File: config.mk
export PLATFORM = sky130hd
export DESIGN_NAME = mts_cell
export DESIGN_NICKNAME = d
export VERILOG_FILES = /design/src/sv/max_tracking_stack_assert.svh /design/src/sv/mts_pkg.sv /design/src/sv/mts_cell.sv
export SDC_FILE = /design/constraint.sdc
export NUM_CORES = 1
export LEC_CHECK = 0
export ABC_AREA = 1
export CORE_MARGIN = 2
export CORE_UTILIZATION = 45
export DETAILED_ROUTE_END_ITERATION = 10
export DONT_BUFFER_PORTS = 1
export PLACE_DENSITY_LB_ADDON = 0.12
export SLEW_MARGIN = 30
export SYNTH_ARGS = -nofsm -noshare
export SYNTH_HDL_FRONTEND = slang
export SYNTH_SLANG_ARGS = --single-unit
export TNS_END_PERCENT = 50
File: constraint.sdc
create_clock -name clk -period 3.25 [get_ports clk]
set_input_delay 0.8125 -clock clk [delete_from_list [all_inputs] [get_ports clk]]
set_output_delay 0.8125 -clock clk [all_outputs]
set_load 0.01 [all_outputs]
File: src/sv/max_tracking_stack_assert.svh
// Assertion macros for the max tracking stack.
`ifndef MAX_TRACKING_STACK_ASSERT_SVH
`define MAX_TRACKING_STACK_ASSERT_SVH

// Property that must hold in the same cycle as its condition.
`define MTS_ASSERT_NOW(label, cond, expr) \
    label: assert property (@(posedge clk) disable iff (!rst_n) (cond) |-> (expr)) \
        else $error("max_tracking_stack: same-cycle check failed");

// Property that must hold in the cycle after its condition.
`define MTS_ASSERT_NEXT(label, cond, expr) \
    label: assert property (@(posedge clk) disable iff (!rst_n) (cond) |=> (expr)) \
        else $error("max_tracking_stack: next-cycle check failed");

`endif

File: src/sv/mts_pkg.sv
`timescale 1ns / 1ps
package mts_pkg;

    // Number of entries in each stack.
    localparam int DEPTH   = 64;
    localparam int DATA_W  = 32;
    localparam int CNT_W   = $clog2(DEPTH + 1);
    localparam int DEPTH_W = 7;

    typedef logic signed [DATA_W-1:0] data_t;
    typedef logic [CNT_W-1:0]         count_t;

    // Operation codes of the mode field.
    typedef enum logic {
        MODE_PUSH = 1'b0,
        MODE_POP  = 1'b1
    } mode_t;

    // Result status codes.
    typedef enum logic [1:0] {
        ST_DONE  = 2'd0,
        ST_FULL  = 2'd1,
        ST_EMPTY = 2'd2
    } status_t;

    // Shift control shared by every cell of one chain.
    typedef struct packed {
        logic push;
        logic pop;
    } shift_ctrl_t;

endpackage

File: src/sv/mts_cell.sv
`timescale 1ns / 1ps
module mts_cell
    import mts_pkg::*;
(
    input  logic        clk,
    input  shift_ctrl_t ctrl,
    input  data_t       up_data,
    input  data_t       down_data,
    output data_t       entry
);

    data_t entry_reg;
    data_t entry_next;

    // A push takes the entry of the neighbor nearer the top; a pop takes the one below.
    always_comb
    begin
        entry_next = entry_reg;
        if (ctrl.push)
        begin
            entry_next = up_data;
        end
        else if (ctrl.pop)
        begin
            entry_next = down_data;
        end
    end

    always_ff @(posedge clk)
    begin
        entry_reg <= entry_next;
    end

    assign entry = entry_reg;

endmodule

==> flow_summary.json <==
{
  "wirelength_um": 2410,
  "rsz0062_at_grt": "false",
  "drc": 0,
  "cts_buffers": 5,
  "ys_seq_elements": 32,
  "timing.max_cap.violations": 0,
  "yosysWarnings": 0,
  "syn_nets": 204,
  "hold_start": "down_data[1]",
  "hold_path_class": "primary input to register",
  "die_y_um": 59.8,
  "cts_tree": "done",
  "wl_per_cell_um": 14.1,
  "min_to": "entry[1]",
  "insertedDiodeCount": 0,
  "cp.arrival_ns": 0.76,
  "synth.top_cells.by_area": "edfxtp_1 (69%), nand2_1 (26%), buf_6 (3.2%), buf_4 (1.6%), inv_4 (0.45%)",
  "cp_max_fo": 1,
  "synthCells": 137,
  "dp_hpwl_um": 1670,
  "grt_antenna_before_repair": 0,
  "syn_area_um2": 1400,
  "powerDensity_nw_per_um2": 559,
  "nFillCells": 286,
  "leakage_nw": 0.645,
  "drtIter0Drc": 43,
  "largest_register_ffs": 32,
  "synthToLayoutAreaGrowth_pct": 1.61,
  "grt_use_total_pct": 14.4,
  "design.core.area_um2": 3000,
  "holdPathStages": 2,
  "syn_area_per_cell_um2": 10.2,
  "yosys.cell_count.top_type": "nand2_1",
  "gp_congestion": 0.679,
  "boundaryPins": 99,
  "synth_ff_type": "edfxtp_1",
  "status": "complete, no violations",
  "synth_top_area_cell": "edfxtp_1",
  "required_ns": 2.44,
  "grt_max_degree": 35,
  "synth_top_area_share_pct": 68.6,
  "ant_nets": 0,
  "async_flop_share_pct": 0,
  "route.vias.total": 880,
  "fp-row-count": 20,
  "critPathKind": "register to output pin",
  "clockBufferDepth": 2,
  "fin_setup_tns_ns": 0,
  "worstSetupEndpointType": "output pin",
  "start_util_pct": 46.7,
  "holdWs_ns": 0.670,
  "cts_root_buf": "clkbuf_4",
  "dr.pass1.iters": 4,
  "clk_pin_slew_ns": 0.09,
  "fmax_ghz": 0.635,
  "hold_buffers": 0,
  "vdd_drop_max_mv": 0.230,
  "slew_viol_final": 0,
  "cts_sinks": 32,
  "synth_edf_count": 32,
  "io_buffers": 0,
  "finalSetupViolations": 0,
  "hold_viol": 0,
  "cts_setup_buffers": 0,
  "relSlewSlack_pct": 50.5,
  "drive_gt1_share_pct": 5.07,
  "period_needed_ns": 1.58,
  "die-area_um2": 3580,
  "grt_pass1_vias": 834,
  "grt_remaining_overflow": 0,
  "via_per_inst": 5.15,
  "final_nets": 204,
  "cts_resized": 0,
  "start_kind": "register",
  "synthTopCellsByCount": "nand2_1 (96), edfxtp_1 (32), buf_6 (4), buf_4 (3)",
  "tightest_slew_ns": 0.742,
  "finalCritPeriodShare_pct": 48.5,
  "die_x_um": 59.8,
  "grt_pass1_wl_um": 3570,
  "synth.distinct_cells": 6,
  "cts_htree_levels": 2,
  "ys_seq_area_share_pct": 68.6
}
[worst max path at each step]
stage                  start         to  slack [ns]  cells after the start
floorplan            ctrl[1]   entry[0]        1.48                      2
global placement     ctrl[1]  entry[11]        1.48                      1
detailed placement   ctrl[1]  entry[17]        1.46                      1
CTS                 entry[3]   entry[3]        1.65                      0
global route        entry[3]   entry[3]        1.62                      0
finish              entry[3]   entry[3]        1.67                      0
[layout by cell type (no fill, tap or decap)]
cell / synthesis / layout
nand2_1: 96 / 96
inv_4: 1 / 1
edfxtp_1: 32 / 32
clkbuf_4: 0 / 5
clkinv_1: 0 / 1
clkbuf_1: 0 / 2
or2_2: 1 / 1
[kinds of logic (layout without fill, tap and decap cells)]
family / count (synthesis) / in the layout / synth area share [%]
buffers and inverters: 8 / 9 / 5.27
and+or+nand+nor: 97 / 97 / 26.2
DFF: 32 / 32 / 68.6
[final cells by class]
type                       count  area, um^2  area share (%)
clock buffer                   7        45.0            3.16
clock inverter                 1        3.75           0.264
inverter                       1        6.26           0.439
multi-input combinational     97         367            25.7
sequential                    32         961            67.5
tap                           33        41.3            2.90
[power by group]
part | switching [mW] | total, mW | internal [mW]
Sequential | 0.0400 | 0.550 | 0.510
Clock | 0.118 | 0.201 | 0.0830
Combinational | 0.0292 | 0.0445 | 0.0153
Total | 0.188 | 0.796 | 0.608
[through the flow]
stage	worst slack, ns	utilization [%]	power, mW	instances	cell area (um^2)
final	1.67	47.4	0.796	171	1420
after global routing	1.62	47.4	0.840	171	1420
after CTS	1.65	47.4	0.808	171	1420
after detailed placement	1.46	45.8	0.606	163	1380
after global placement	1.48	45.8	0.603	163	1380
after floorplan	1.48	-	0.602	137	1400
[routing by layer]
layer / GRT usage (%) / routed length, um / vias up / part of all wire, %
li1: - / - / 438 / -
met1: 13.6 / 814 / 377 / 34
met2: 23.1 / 1180 / 60 / 49
met3: 9.74 / 368 / 5 / 15
met4: 7.94 / 44 / 0 / 1.8
met5: 0 / 0 / - / 0
Power figures use the tool's default switching activity.
